==> src/hdl/csdo_pkg.sv <==
// csdo_pkg: shared types, codes and constants of the CANopen SDO/PDO client.
// No dependencies; imported by every module of the block.
package csdo_pkg;

  localparam int QDEPTH = 2;
  localparam int QPTR_W = $clog2(QDEPTH);
  localparam int QCNT_W = $clog2(QDEPTH + 1);

  localparam logic [2:0] OP_SDO_WRITE = 3'd0;
  localparam logic [2:0] OP_SDO_READ  = 3'd1;
  localparam logic [2:0] OP_RX_FRAME  = 3'd2;
  localparam logic [2:0] OP_TICK      = 3'd3;
  localparam logic [2:0] OP_NMT       = 3'd4;
  localparam logic [2:0] OP_SYNC      = 3'd5;

  localparam logic [2:0] K_NONE      = 3'd0;
  localparam logic [2:0] K_READ      = 3'd1;
  localparam logic [2:0] K_SDO_DATA  = 3'd2;
  localparam logic [2:0] K_SDO_ABORT = 3'd3;
  localparam logic [2:0] K_TPDO      = 3'd4;
  localparam logic [2:0] K_TICK      = 3'd5;

  localparam logic [1:0] RS_VALUE   = 2'd0;
  localparam logic [1:0] RS_ABORT   = 2'd1;
  localparam logic [1:0] RS_TIMEOUT = 2'd2;

  localparam logic       CFG_NODE    = 1'b0;
  localparam logic       CFG_TIMEOUT = 1'b1;
  localparam logic [6:0] NODE_RESET    = 7'd1;
  localparam logic [7:0] TIMEOUT_RESET = 8'd20;

  localparam logic [10:0] ID_NMT    = 11'h000;
  localparam logic [10:0] ID_SYNC   = 11'h080;
  localparam logic [10:0] ID_TPDO1  = 11'h180;
  localparam logic [10:0] ID_TSDO   = 11'h580;
  localparam logic [10:0] ID_RSDO   = 11'h600;
  localparam logic [10:0] FUNC_MASK = 11'h780;

  localparam logic [7:0] CMD_DOWNLOAD = 8'h22;
  localparam logic [7:0] CMD_SIZE1    = 8'h0F;
  localparam logic [7:0] CMD_SIZE2    = 8'h0B;
  localparam logic [7:0] CMD_SIZE4    = 8'h03;
  localparam logic [7:0] CMD_UPLOAD   = 8'h40;
  localparam logic [7:0] CMD_ABORT    = 8'h80;

  localparam logic [15:0] IDX_STATUS   = 16'h6041;
  localparam logic [15:0] IDX_POSITION = 16'h6064;
  localparam int          TARGET_BIT   = 10;
  localparam logic [3:0]  TPDO_MIN_LEN = 4'd6;
  localparam logic [3:0]  DLC_SDO      = 4'd8;
  localparam logic [3:0]  DLC_NMT      = 4'd2;
  localparam logic [3:0]  DLC_SYNC     = 4'd0;

  typedef struct packed {
    logic [6:0] node_address;
    logic [7:0] read_timeout_ticks;
  } csdo_cfg_t;

  typedef struct packed {
    logic [2:0]  operation;
    logic [15:0] od_index;
    logic [7:0]  od_subindex;
    logic [31:0] write_value;
    logic [2:0]  write_size;
    logic [7:0]  nmt_command;
    logic [10:0] rx_id;
    logic [3:0]  rx_length;
    logic [63:0] rx_payload;
  } csdo_in_t;

  // classified item handed from front to back
  typedef struct packed {
    logic        tx_valid;
    logic [10:0] tx_id;
    logic [3:0]  tx_length;
    logic [63:0] tx_payload;
    logic [2:0]  kind;
    logic [15:0] idx;
    logic [7:0]  sub;
    logic [31:0] data;
    logic [15:0] stat;
    logic        is_status_obj;
    logic        is_pos_obj;
  } csdo_item_t;

  // result item; last member sits in the lowest bits
  typedef struct packed {
    logic        target_reached;
    logic        position_updated;
    logic [31:0] drive_position;
    logic [15:0] drive_status;
    logic [31:0] read_value;
    logic [1:0]  read_status;
    logic        read_done;
    logic [63:0] tx_payload;
    logic [3:0]  tx_length;
    logic [10:0] tx_id;
    logic        tx_valid;
  } csdo_out_t;

endpackage

==> src/hdl/csdo_front.sv <==
// csdo_front: decodes an incoming item, builds any frame to send and
// classifies received frames. Depends on csdo_pkg.
module csdo_front (
  input  csdo_pkg::csdo_cfg_t  cfg,
  input  csdo_pkg::csdo_in_t   in_item,
  output csdo_pkg::csdo_item_t item
);
  import csdo_pkg::*;

  logic [7:0]  dl_cmd;
  logic        node_hit;
  logic [10:0] func;
  logic [10:0] rsdo_id;

  assign node_hit = (in_item.rx_id[6:0] == cfg.node_address);
  assign func     = in_item.rx_id & FUNC_MASK;
  assign rsdo_id  = ID_RSDO + {4'd0, cfg.node_address};

  always_comb begin
    unique case (in_item.write_size)
      3'd1:    dl_cmd = CMD_DOWNLOAD | CMD_SIZE1;
      3'd2:    dl_cmd = CMD_DOWNLOAD | CMD_SIZE2;
      3'd4:    dl_cmd = CMD_DOWNLOAD | CMD_SIZE4;
      default: dl_cmd = CMD_DOWNLOAD;
    endcase
  end

  always_comb begin
    item               = '0;
    item.kind          = K_NONE;
    item.idx           = in_item.od_index;
    item.sub           = in_item.od_subindex;
    unique case (in_item.operation)
      OP_SDO_WRITE: begin
        item.tx_valid   = 1'b1;
        item.tx_id      = rsdo_id;
        item.tx_length  = DLC_SDO;
        item.tx_payload = {in_item.write_value, in_item.od_subindex,
                           in_item.od_index, dl_cmd};
      end
      OP_SDO_READ: begin
        item.tx_valid   = 1'b1;
        item.tx_id      = rsdo_id;
        item.tx_length  = DLC_SDO;
        item.tx_payload = {32'd0, in_item.od_subindex, in_item.od_index, CMD_UPLOAD};
        item.kind       = K_READ;
      end
      OP_RX_FRAME: begin
        item.idx  = in_item.rx_payload[23:8];
        item.sub  = in_item.rx_payload[31:24];
        item.data = in_item.rx_payload[63:32];
        item.stat = in_item.rx_payload[15:0];
        item.is_status_obj = (in_item.rx_payload[23:8] == IDX_STATUS) &&
                             (in_item.rx_payload[31:24] == 8'd0);
        item.is_pos_obj    = (in_item.rx_payload[23:8] == IDX_POSITION) &&
                             (in_item.rx_payload[31:24] == 8'd0);
        if (node_hit && func == ID_TSDO) begin
          item.kind = (in_item.rx_payload[7:0] == CMD_ABORT) ? K_SDO_ABORT : K_SDO_DATA;
        end else if (node_hit && func == ID_TPDO1 && in_item.rx_length >= TPDO_MIN_LEN) begin
          item.kind = K_TPDO;
          item.data = in_item.rx_payload[47:16];
        end
      end
      OP_TICK: begin
        item.kind = K_TICK;
      end
      OP_NMT: begin
        item.tx_valid   = 1'b1;
        item.tx_id      = ID_NMT;
        item.tx_length  = DLC_NMT;
        item.tx_payload = {48'd0, 1'b0, cfg.node_address, in_item.nmt_command};
      end
      OP_SYNC: begin
        item.tx_valid  = 1'b1;
        item.tx_id     = ID_SYNC;
        item.tx_length = DLC_SYNC;
      end
      default: begin
        item.kind = K_NONE;
      end
    endcase
  end

endmodule

==> src/hdl/csdo_queue.sv <==
// csdo_queue: short first-in first-out queue of classified items between
// front and back. Depends on csdo_pkg.
module csdo_queue (
  input  logic                 clk,
  input  logic                 rst_n,
  input  logic                 wr_en,
  input  csdo_pkg::csdo_item_t wr_item,
  output logic                 full,
  input  logic                 rd_en,
  output csdo_pkg::csdo_item_t rd_item,
  output logic                 empty
);
  import csdo_pkg::*;

  csdo_item_t          slot_r [QDEPTH];
  logic [QPTR_W-1:0]   wr_ptr_r, wr_ptr_nxt;
  logic [QPTR_W-1:0]   rd_ptr_r, rd_ptr_nxt;
  logic [QCNT_W-1:0]   cnt_r, cnt_nxt;

  assign full    = (cnt_r == QCNT_W'(QDEPTH));
  assign empty   = (cnt_r == '0);
  assign rd_item = slot_r[rd_ptr_r];

  always_comb begin
    wr_ptr_nxt = wr_ptr_r;
    rd_ptr_nxt = rd_ptr_r;
    cnt_nxt    = cnt_r;
    if (wr_en) begin
      wr_ptr_nxt = (wr_ptr_r == QPTR_W'(QDEPTH - 1)) ? '0 : wr_ptr_r + 1'b1;
    end
    if (rd_en) begin
      rd_ptr_nxt = (rd_ptr_r == QPTR_W'(QDEPTH - 1)) ? '0 : rd_ptr_r + 1'b1;
    end
    if (wr_en && !rd_en) begin
      cnt_nxt = cnt_r + 1'b1;
    end else if (rd_en && !wr_en) begin
      cnt_nxt = cnt_r - 1'b1;
    end
  end

  always_ff @(posedge clk) begin
    if (!rst_n) begin
      wr_ptr_r <= '0;
      rd_ptr_r <= '0;
      cnt_r    <= '0;
    end else begin
      wr_ptr_r <= wr_ptr_nxt;
      rd_ptr_r <= rd_ptr_nxt;
      cnt_r    <= cnt_nxt;
    end
  end

  always_ff @(posedge clk) begin
    if (wr_en) begin
      slot_r[wr_ptr_r] <= wr_item;
    end
  end

endmodule

==> src/hdl/csdo_back.sv <==
// csdo_back: carries out classified items against the read and drive state
// and holds the result register. Depends on csdo_pkg.
module csdo_back (
  input  logic                 clk,
  input  logic                 rst_n,
  input  csdo_pkg::csdo_cfg_t  cfg,
  input  logic                 q_valid,
  input  csdo_pkg::csdo_item_t q_item,
  output logic                 q_take,
  output logic                 out_valid,
  input  logic                 out_ready,
  output csdo_pkg::csdo_out_t  out_item
);
  import csdo_pkg::*;

  logic        pending_r, pending_nxt;
  logic [15:0] aw_idx_r, aw_idx_nxt;
  logic [7:0]  aw_sub_r, aw_sub_nxt;
  logic [7:0]  wait_r, wait_nxt;
  logic [15:0] status_r, status_nxt;
  logic [31:0] pos_r, pos_nxt;
  logic        out_valid_r, out_valid_nxt;
  csdo_out_t   out_r, res;
  logic        match;
  logic [8:0]  wait_inc;

  assign q_take    = q_valid && (!out_valid_r || out_ready);
  assign out_valid = out_valid_r;
  assign out_item  = out_r;
  assign match     = pending_r && (q_item.idx == aw_idx_r) && (q_item.sub == aw_sub_r);
  assign wait_inc  = {1'b0, wait_r} + 9'd1;

  always_comb begin
    pending_nxt = pending_r;
    aw_idx_nxt  = aw_idx_r;
    aw_sub_nxt  = aw_sub_r;
    wait_nxt    = wait_r;
    status_nxt  = status_r;
    pos_nxt     = pos_r;
    res            = '0;
    res.tx_valid   = q_item.tx_valid;
    res.tx_id      = q_item.tx_id;
    res.tx_length  = q_item.tx_length;
    res.tx_payload = q_item.tx_payload;
    if (q_take) begin
      unique case (q_item.kind)
        K_READ: begin
          pending_nxt = 1'b1;
          aw_idx_nxt  = q_item.idx;
          aw_sub_nxt  = q_item.sub;
          wait_nxt    = 8'd0;
        end
        K_SDO_ABORT: begin
          if (match) begin
            res.read_done   = 1'b1;
            res.read_status = RS_ABORT;
            pending_nxt     = 1'b0;
          end
        end
        K_SDO_DATA: begin
          if (match) begin
            res.read_done   = 1'b1;
            res.read_status = RS_VALUE;
            res.read_value  = q_item.data;
            pending_nxt     = 1'b0;
          end
          if (q_item.is_status_obj) begin
            status_nxt         = q_item.data[15:0];
            res.target_reached = q_item.data[TARGET_BIT];
          end else if (q_item.is_pos_obj) begin
            pos_nxt              = q_item.data;
            res.position_updated = 1'b1;
          end
        end
        K_TPDO: begin
          status_nxt           = q_item.stat;
          pos_nxt              = q_item.data;
          res.position_updated = 1'b1;
          res.target_reached   = q_item.stat[TARGET_BIT];
        end
        K_TICK: begin
          if (pending_r) begin
            if (wait_inc >= {1'b0, cfg.read_timeout_ticks}) begin
              res.read_done   = 1'b1;
              res.read_status = RS_TIMEOUT;
              pending_nxt     = 1'b0;
              wait_nxt        = 8'd0;
            end else begin
              wait_nxt = wait_inc[7:0];
            end
          end
        end
        default: begin
          pending_nxt = pending_r;
        end
      endcase
    end
    res.drive_status   = status_nxt;
    res.drive_position = pos_nxt;
    if (q_take) begin
      out_valid_nxt = 1'b1;
    end else if (out_ready) begin
      out_valid_nxt = 1'b0;
    end else begin
      out_valid_nxt = out_valid_r;
    end
  end

  always_ff @(posedge clk) begin
    if (!rst_n) begin
      pending_r   <= 1'b0;
      aw_idx_r    <= '0;
      aw_sub_r    <= '0;
      wait_r      <= '0;
      status_r    <= '0;
      pos_r       <= '0;
      out_valid_r <= 1'b0;
    end else begin
      pending_r   <= pending_nxt;
      aw_idx_r    <= aw_idx_nxt;
      aw_sub_r    <= aw_sub_nxt;
      wait_r      <= wait_nxt;
      status_r    <= status_nxt;
      pos_r       <= pos_nxt;
      out_valid_r <= out_valid_nxt;
    end
  end

  always_ff @(posedge clk) begin
    if (q_take) begin
      out_r <= res;
    end
  end

  a_read_arms: assert property (@(posedge clk) disable iff (!rst_n)
    q_take && q_item.kind == K_READ |=> pending_r)
    else $error("read request did not arm pending read");

  a_idle_tick: assert property (@(posedge clk) disable iff (!rst_n)
    q_take && q_item.kind == K_TICK && !pending_r |=> !out_r.read_done)
    else $error("tick finished a read that was not pending");

  a_stores_shown: assert property (@(posedge clk) disable iff (!rst_n)
    out_valid_r |-> out_r.drive_status == status_r && out_r.drive_position == pos_r)
    else $error("result does not show recorded drive state");

  a_fail_zero: assert property (@(posedge clk) disable iff (!rst_n)
    out_valid_r && out_r.read_status != RS_VALUE |-> out_r.read_value == 32'd0)
    else $error("non-zero value on abort or timeout");

endmodule

==> src/hdl/canopen_sdo_pdo_client.sv <==
// canopen_sdo_pdo_client: top level of the CANopen master for one drive node.
// Depends on csdo_pkg, csdo_front, csdo_queue and csdo_back.
//
// Takes one item per clock on the in_ stream while in_tready is high (it drops
// when the two-entry queue is full) and returns exactly one result item per
// input on the out_ stream; an accepted item enters the queue at the accepting
// edge and moves into the output register when the back takes it, and one item
// per cycle is sustained while out_tready is held high. The front decodes each
// item and builds any NMT, SYNC or SDO frame; the back tracks the pending SDO
// upload, its tick timeout and the recorded status word and position. Write
// node_address (index 0) and read_timeout_ticks (index 1) on the cfg_ port
// only while no item is in flight; cfg_ready is always high.
module canopen_sdo_pdo_client (
  input  logic         clk,
  input  logic         rst_n,
  input  logic         in_tvalid,
  output logic         in_tready,
  // [15:0] od_index, [23:16] od_subindex, [55:24] write_value,
  // [58:56] write_size, [66:59] nmt_command, [77:67] rx_id,
  // [81:78] rx_length, [145:82] rx_payload, [151:146] zero
  input  logic [151:0] in_tdata,
  // [2:0] operation
  input  logic [2:0]   in_tuser,
  output logic         out_tvalid,
  input  logic         out_tready,
  // [0] tx_valid, [11:1] tx_id, [15:12] tx_length, [79:16] tx_payload,
  // [80] read_done, [82:81] read_status, [114:83] read_value,
  // [130:115] drive_status, [162:131] drive_position,
  // [163] position_updated, [164] target_reached, [167:165] zero
  output logic [167:0] out_tdata,
  input  logic         cfg_valid,
  output logic         cfg_ready,
  input  logic         cfg_index,
  input  logic [7:0]   cfg_data
);
  import csdo_pkg::*;

  logic [6:0]  node_r, node_nxt;
  logic [7:0]  tmo_r, tmo_nxt;
  csdo_cfg_t   cfg;
  csdo_in_t    in_item;
  csdo_item_t  f_item, q_item;
  logic        q_full, q_empty, q_take, wr_en;
  csdo_out_t   res;

  assign cfg_ready = 1'b1;
  assign cfg.node_address       = node_r;
  assign cfg.read_timeout_ticks = tmo_r;

  always_comb begin
    node_nxt = node_r;
    tmo_nxt  = tmo_r;
    if (cfg_valid) begin
      unique case (cfg_index)
        CFG_NODE:    node_nxt = cfg_data[6:0];
        CFG_TIMEOUT: tmo_nxt  = cfg_data;
        default:     node_nxt = node_r;
      endcase
    end
  end

  always_ff @(posedge clk) begin
    if (!rst_n) begin
      node_r <= NODE_RESET;
      tmo_r  <= TIMEOUT_RESET;
    end else begin
      node_r <= node_nxt;
      tmo_r  <= tmo_nxt;
    end
  end

  assign in_item.operation   = in_tuser;
  assign in_item.od_index    = in_tdata[15:0];
  assign in_item.od_subindex = in_tdata[23:16];
  assign in_item.write_value = in_tdata[55:24];
  assign in_item.write_size  = in_tdata[58:56];
  assign in_item.nmt_command = in_tdata[66:59];
  assign in_item.rx_id       = in_tdata[77:67];
  assign in_item.rx_length   = in_tdata[81:78];
  assign in_item.rx_payload  = in_tdata[145:82];

  assign in_tready = !q_full;
  assign wr_en     = in_tvalid && !q_full;

  csdo_front u_front (
    .cfg     (cfg),
    .in_item (in_item),
    .item    (f_item)
  );

  csdo_queue u_queue (
    .clk     (clk),
    .rst_n   (rst_n),
    .wr_en   (wr_en),
    .wr_item (f_item),
    .full    (q_full),
    .rd_en   (q_take),
    .rd_item (q_item),
    .empty   (q_empty)
  );

  csdo_back u_back (
    .clk       (clk),
    .rst_n     (rst_n),
    .cfg       (cfg),
    .q_valid   (!q_empty),
    .q_item    (q_item),
    .q_take    (q_take),
    .out_valid (out_tvalid),
    .out_ready (out_tready),
    .out_item  (res)
  );

  assign out_tdata = {3'd0, res};

endmodule

==> config.mk <==
export PLATFORM = sky130hd
export DESIGN_NAME = canopen_sdo_pdo_client
export DESIGN_NICKNAME = d
export VERILOG_FILES = /design/src/hdl/csdo_pkg.sv /design/src/hdl/csdo_front.sv /design/src/hdl/csdo_queue.sv /design/src/hdl/csdo_back.sv /design/src/hdl/canopen_sdo_pdo_client.sv
export SDC_FILE = /design/constraint.sdc
export NUM_CORES = 1
export LEC_CHECK = 0
export BUFFER_PORTS_ARGS = -buffer_cell sky130_fd_sc_hd__buf_2
export CORE_ASPECT_RATIO = 1.5
export CORE_MARGIN = 2
export CORE_UTILIZATION = 55
export CTS_BUF_LIST = sky130_fd_sc_hd__clkbuf_8
export CTS_CLUSTER_DIAMETER = 200
export DETAILED_ROUTE_END_ITERATION = 16
export PLACE_DENSITY = 0.8
export RECOVER_POWER = 100
export SYNTH_ARGS = -nofsm -noshare
export SYNTH_HDL_FRONTEND = slang
export SYNTH_SLANG_ARGS = --single-unit
==> constraint.sdc <==
create_clock -name clk -period 12.8 [get_ports clk]
set_input_delay 2.56 -clock clk [delete_from_list [all_inputs] [get_ports clk]]
set_output_delay 2.56 -clock clk [all_outputs]
set_load 0.005 [all_outputs]
Yosys cells after proc, flatten, opt, wreduce, memory -nomap -nowiden:

Memory sizes are Yosys's and may differ from the RTL's. A register that Yosys moved wholly into a read port is not among the register bits.
Cells that the tools add are included.

* bits in registers: 266
* word-level logic and storage cells: 132
* bits of input ports: 169
* memories kept: 1
* output and inout bits: 171
* memory bits (writable): 314

* reductions and logical operators: 32
* bitwise gates (word level): 1
* equality and inequality tests: 24
* muxes and demuxes: 43
* magnitude comparators: 2
* $add $sub $neg: 6

Memory list
* u_queue.slot_r: words 2, width 157, rd ports 1, clocked after memory_dff 1, write ports 1, line csdo_queue.sv:15 `csdo_item_t slot_r [QDEPTH];`

Operator list (count)
* 64-bit one-hot mux with 3 select lines: 1
* 32-bit 2-to-1 mux: 5
* 74-bit 2-to-1 mux: 1
* 32-bit one-hot mux with 2 select lines: 1
* 16-bit one-hot mux with 3 select lines: 1
* 16-bit by 15-bit == test with 1-bit output, second input constant: 2
* 16-bit 2-to-1 mux: 2
* 16-bit one-hot mux with 2 select lines: 1
* 3-bit one-hot mux with 3 select lines: 2
* 16-bit == test: 1
* 1-bit 2-to-1 mux: 16
* 8-bit 2-to-1 mux: 2
* 8-bit one-hot mux with 2 select lines: 1
* 3-bit by 2-bit == test with 1-bit output, second input constant: 5
* 3-bit == test, second input constant: 5
* 3-bit 2-to-1 mux: 4
* 4-bit one-hot mux with 3 select lines: 1
* 10-bit by 8-bit adder with 11-bit output, first input constant: 1
* 1-bit logical AND: 11
* 8-bit by 1-bit adder with 9-bit output, second input constant: 1
* 3-bit by 1-bit == test with 1-bit output, second input constant: 3
* 9-bit by 8-bit >= comparator with 1-bit output: 1
* 8-bit == test: 1
* 8-bit == test, second input constant: 1
* 23 further kinds: 38

Longest topological paths before layout:

* depth after elaboration: 7
* mapped depth: 11

Modules after synthesis:

Synthesis repeated with hierarchy kept, for this count alone.

* cell total of the unflattened synthesis: 1533
* area, all modules: 23173.5 µm²

By module, submodules not included
* csdo_queue: cells an instance 510, area each 11587.4 µm², instances 1
* csdo_back: cells an instance 658, area each 9205.1 µm², instances 1
* csdo_front: cells an instance 294, area each 1739.2 µm², instances 1
* canopen_sdo_pdo_client: cells an instance 71, area each 641.9 µm², instances 1

Worst setup path before layout:

OpenSTA, ideal clock, no wires.

* path type: in2reg
* from: input in_tvalid
* to: memory u_queue.slot_r[0][0] (netlist bit) (enable)
* buffers on the path: 0
* stages on the path: 2
* data arrival time: 8957 ps
* library setup time: 665 ps
* path slack: 3178 ps
* cells stage by stage: nand2_1 > nor2_1

* word-level cells in the longest chain between the ends: 3

RTL lines
* start, declared: line canopen_sdo_pdo_client.sv:16 `input logic in_tvalid,`
* 1-bit logical AND: line canopen_sdo_pdo_client.sv:83 `assign wr_en = in_tvalid && !q_full;`
* 1-bit 2-to-1 mux: line csdo_queue.sv:54 `if (wr_en) begin`
* 1-bit 2-to-1 mux (not written as such): line csdo_queue.sv:55 `slot_r[wr_ptr_r] <= wr_item;`
* end, declared: line csdo_queue.sv:15

Every way passes these cells.

==> summary.md <==
| Metric | Value |
|---|---|
| Max cap viols | `12` |
| Failing checks | `capacitance limit, slew limit` |
| Starting Density | `55.5%` |
| Actual slew at the worst max-slew pin | `4.56 ns` |
| FF-to-FF setup slack | `4.75 ns` |
| Fin nets | `2,021` |
| Clk buf depth | `3` |
| Critical-path maximum fanout | `96` |
| WL/cell | `20.8 um` |
| Post-CTS resize count | `0` |
| Die area | `0.0421 sq mm` |
| Final WL | `50.2 mm` |
| Yosys warnings | `0` |
| Switching Share | `29.0%` |
| Die Height | `250 um` |
| Largest net degree at the start of global routing | `97` |
| Yosys reg bits | `566` |
| # Post-CTS Setup Buffers | `0` |
| Max-slew violations | `571` |
| Final Cycle Share | `62.9%` |
| Clock transition at path regs | `0.06 ns` |
| Worst hold path type | `flop to flop` |
| Critical setup path kind | `flop to flop` |
| Dominant synthesized flop cell | `edfxtp_1` |
| Hold endpoint | `tmo_r[6]` |
| Post-layout min period | `8.05 ns` |
| Top Ports | `340` |
| Worst-skew pair later-pin latency | `0.63 ns` |
| Synth Area in Compound Gates | `5.60%` |
| Via-to-Cell Ratio | `5.52` |
| Pre-CTS setup slack | `7.14 ns` |
| Hold buffer count at cts | `0` |
| Relative slew slack | `-204%` |
| WL met3 | `2.83 mm` |
| Post-Syn Instances | `1,496` |
| Area Overhead vs Synth | `14.5%` |
| Async SR Flop Fraction | `0%` |
| WL met2 | `26.3 mm` |
| Critical Path Sink Type | `flop` |
| Adder-cell share of the synthesized area | `0.562%` |
| First-pass GRT wire length | `74.4 mm` |
| CTS root buf | `clkbuf_8` |
| Total core area | `0.0401 sq mm` |
| Fill count | `2,954` |
| Port bufs | `325` |
| Power per cell area | `205 mW/mm^2` |
| Setup_tns | `0 ns` |
| Die Width | `168 um` |
| Switching pwr | `0.00151 W` |
| Reg2Reg Depth | `9` |
| Seq/Total Area, Yosys | `71.8%` |
| Critical Path RT | `13.28 ns` |
| Logic pwr share | `21.7%` |
| Fin worst setup slack | `4.75 ns` |
| RSZ-0062 raised after global routing | `false` |
| Type of origin of the critical path | `flop` |
| Global Route Usage Sum | `23.4%` |
| Detailed placer's ending HPWL | `33.3 mm` |
| CP top delay family | `buffers and inverters` |
| Worst path slowest cell | `clkbuf_1` |
| 1st-iter DRT viols | `1,006` |
| Cell Chain, Critical Path | `clkbuf_1 > buf_4 > a32oi_1 > buf_4 > a21boi_0 > nor3_4 > buf_4 > nor2_1 > a211oi_1` |
| Metal1 wirelength | `18.2 mm` |
| Commonest non-fill, non-tap cell in the layout | `edfxtp_1` |
| Post-Syn Area | `0.0222 sq mm` |
| Int Power | `0.00370 W` |
| GP Congestion | `0.849` |
| Most frequent CP cell | `buf_4` |
| Final setup fails | `0` |
| Gr ovfl total | `0` |
| Register area | `0.0160 sq mm` |
| Post-Synth XOR/XNOR Area | `1.54%` |
| Worst EP arrival | `8.53 ns` |
| Most frequent cells in the layout | `edfxtp_1, buf_2, nor2_1` |
| Post-route ant nets | `0` |
| R2R Path End | `u_back.pos_r[13]` |
| Status | `complete, but fails checks` |
| Post-route insts no fill | `2,417` |
| Clock share of power | `25.2%` |
| FP Rows | `90` |
| Htree depth | `3` |
| Seq pwr share | `53.1%` |
| Fin. Hold Viols | `0` |
| Number of placed instances, taps included | `2,265` |
| Final core utilization | `63.6%` |
| Largest family of logic cells by synthesized area | `simple AND/OR/NAND/NOR gates` |
| Leakage | `9.63 nW` |
| Crit-path max cell delay | `2.97 ns` |
| Clock sink count | `566` |
| Vias in the first global route | `13.5k` |
| Multi-input logic area | `0.00565 sq mm` |
| Count of cell types in the netlist | `58` |
| Num CTS Buffers | `81` |
| Max Used Layer | `met5` |
| Ratio of cells with drive above 1 in the final layout | `24.2%` |
| Worst hold stages | `2` |
| CTS tree | `built` |
| Initial antenna violation count | `6` |
| Hold Startpoint | `tmo_r[6]` |
| Fmax | `0.124 GHz` |
| Vias | `13.3k` |
| Clk_skew | `0.0290 ns` |
| Peak VDD IR | `0.111 mV` |
| Mux cell area share after synthesis | `8.63%` |
| CP Buf/Inv Count | `4` |
| Avg Inst Size Synth | `14.9 sq um` |
| Post-synth EDFFs | `464` |
| Simple-gate portion of the synthesized area | `9.49%` |
| 1st-pass router iterations | `5` |
| Remaining routing DRC violations | `0` |
power by group through the flow:
| stage | clock, W | combinational [W] | sequential, W |
|---|---|---|---|
| floorplan | 0 | 0.000650 | 0.00282 |
| global placement | 0 | 0.00114 | 0.00276 |
| detailed placement | 0 | 0.00117 | 0.00278 |
| CTS | 0.00135 | 0.00118 | 0.00274 |
| global route | 0.00142 | 0.00123 | 0.00281 |
| finish | 0.00132 | 0.00113 | 0.00277 |
per-layer routing:
layer / vias up / track usage (%)
met5: - / 0
met4: 2 / 14.2
met2: 483 / 41.2
met1: 6512 / 26.3
met3: 132 / 4.47
li1: 6213 / -
worst max-delay path by stage:
stage / slack [ns] / start / cells past startpoint / end
global placement: 7.26 / out_tready / 7 / u_back.status_r[13]
global route: 4.12 / flop / 9 / u_back.pos_r[13]
finish: 4.75 / flop / 9 / u_back.pos_r[13]
floorplan: 3.18 / in_tvalid / 2 / u_queue.slot_r[0][0]
detailed placement: 7.14 / out_tready / 7 / u_back.status_r[3]
CTS: 7.81 / out_tready / 7 / u_back.status_r[3]
worst min-delay path, delay by kind of cell, from the launching register on:
| family | cells | cell delay (ns) |
|---|---|---|
| AND/OR/NAND/NOR | 1 | 0.05 |
| AO/OA/AOI/OAI | 1 | 0.05 |
| flip-flops | 1 | 0.31 |
through the flow:
step | total power (W) | hold slack [ns] | cell area, sq um
final | 0.00521 | 0.459 | 25500
after global routing | 0.00546 | 0.488 | 25500
after CTS | 0.00527 | 0.458 | 25800
after detailed placement | 0.00395 | 0.449 | 24300
after global placement | 0.00390 | 0.449 | 24300
after floorplan | 0.00347 | 0.436 | 22300
state kept, by name, indices dropped and copies added, names as in the netlist, 2 cells and up, named ones only:
signal           cells
node_r               7
tmo_r                8
u_back.aw_idx_r     16
u_back.aw_sub_r      8
u_back.out_item    160
u_back.pos_r        32
u_back.status_r     16
u_back.wait_r        8
u_queue.cnt_r        2
u_queue.slot_r     304
layout make-up:
cell class                      instances  share of cell area (%)
Antenna cell                            7                  0.0687
Clock buffer                           93                    5.02
Clock inverter                         52                   0.874
Inverter                               19                   0.285
Multi-Input combinational cell        831                    22.2
Sequential cell                       566                    62.7
Tap cell                              506                    2.48
Timing Repair Buffer                  343                    6.39
synth_stat cells (2+ instances only):
library cell,number,area [sq um]
o21ai_0,3,15.0
nor4_1,9,56.3
nor2_2,16,100
and2_1,91,569
buf_12,2,40.0
nand4_1,2,12.5
a22o_1,23,201
nor2_1,115,432
o211ai_1,6,45.0
a21o_1,8,60.1
buf_2,16,80.1
xnor2_1,32,280
or2_2,5,31.3
conb_1,2,7.51
nor2b_1,8,50.1
mux2_2,75,845
nand2b_1,8,50.1
and3_1,8,50.1
nor3_1,7,35.0
edfxtp_1,464,13900
a32o_1,2,20.0
buf_4,9,67.6
mux2i_1,102,1020
o22ai_1,16,100
dfxtp_1,102,2040
inv_1,18,67.6
buf_6,4,45.0
a22oi_1,2,15.0
a211oi_1,58,435
nor2_4,14,158
ha_1,10,125
xor2_1,7,61.3
buf_1,10,37.5
nand4b_1,2,17.5
nor4b_1,4,35.0
clkbuf_1,43,161
or3_1,2,12.5
nand3_1,8,40.0
a21oi_1,56,280
nand2_1,106,398
mux2i_2,4,55.1
logic make-up after synthesis:
group | count (synthesis)
compound gates | 182
xor+xnor | 39
fa+ha+maj | 10
buf+inv | 104
flops | 566
mux | 181
other cells | 2
simple gates | 412
Note: power is estimated with default switching activity, not from simulation.
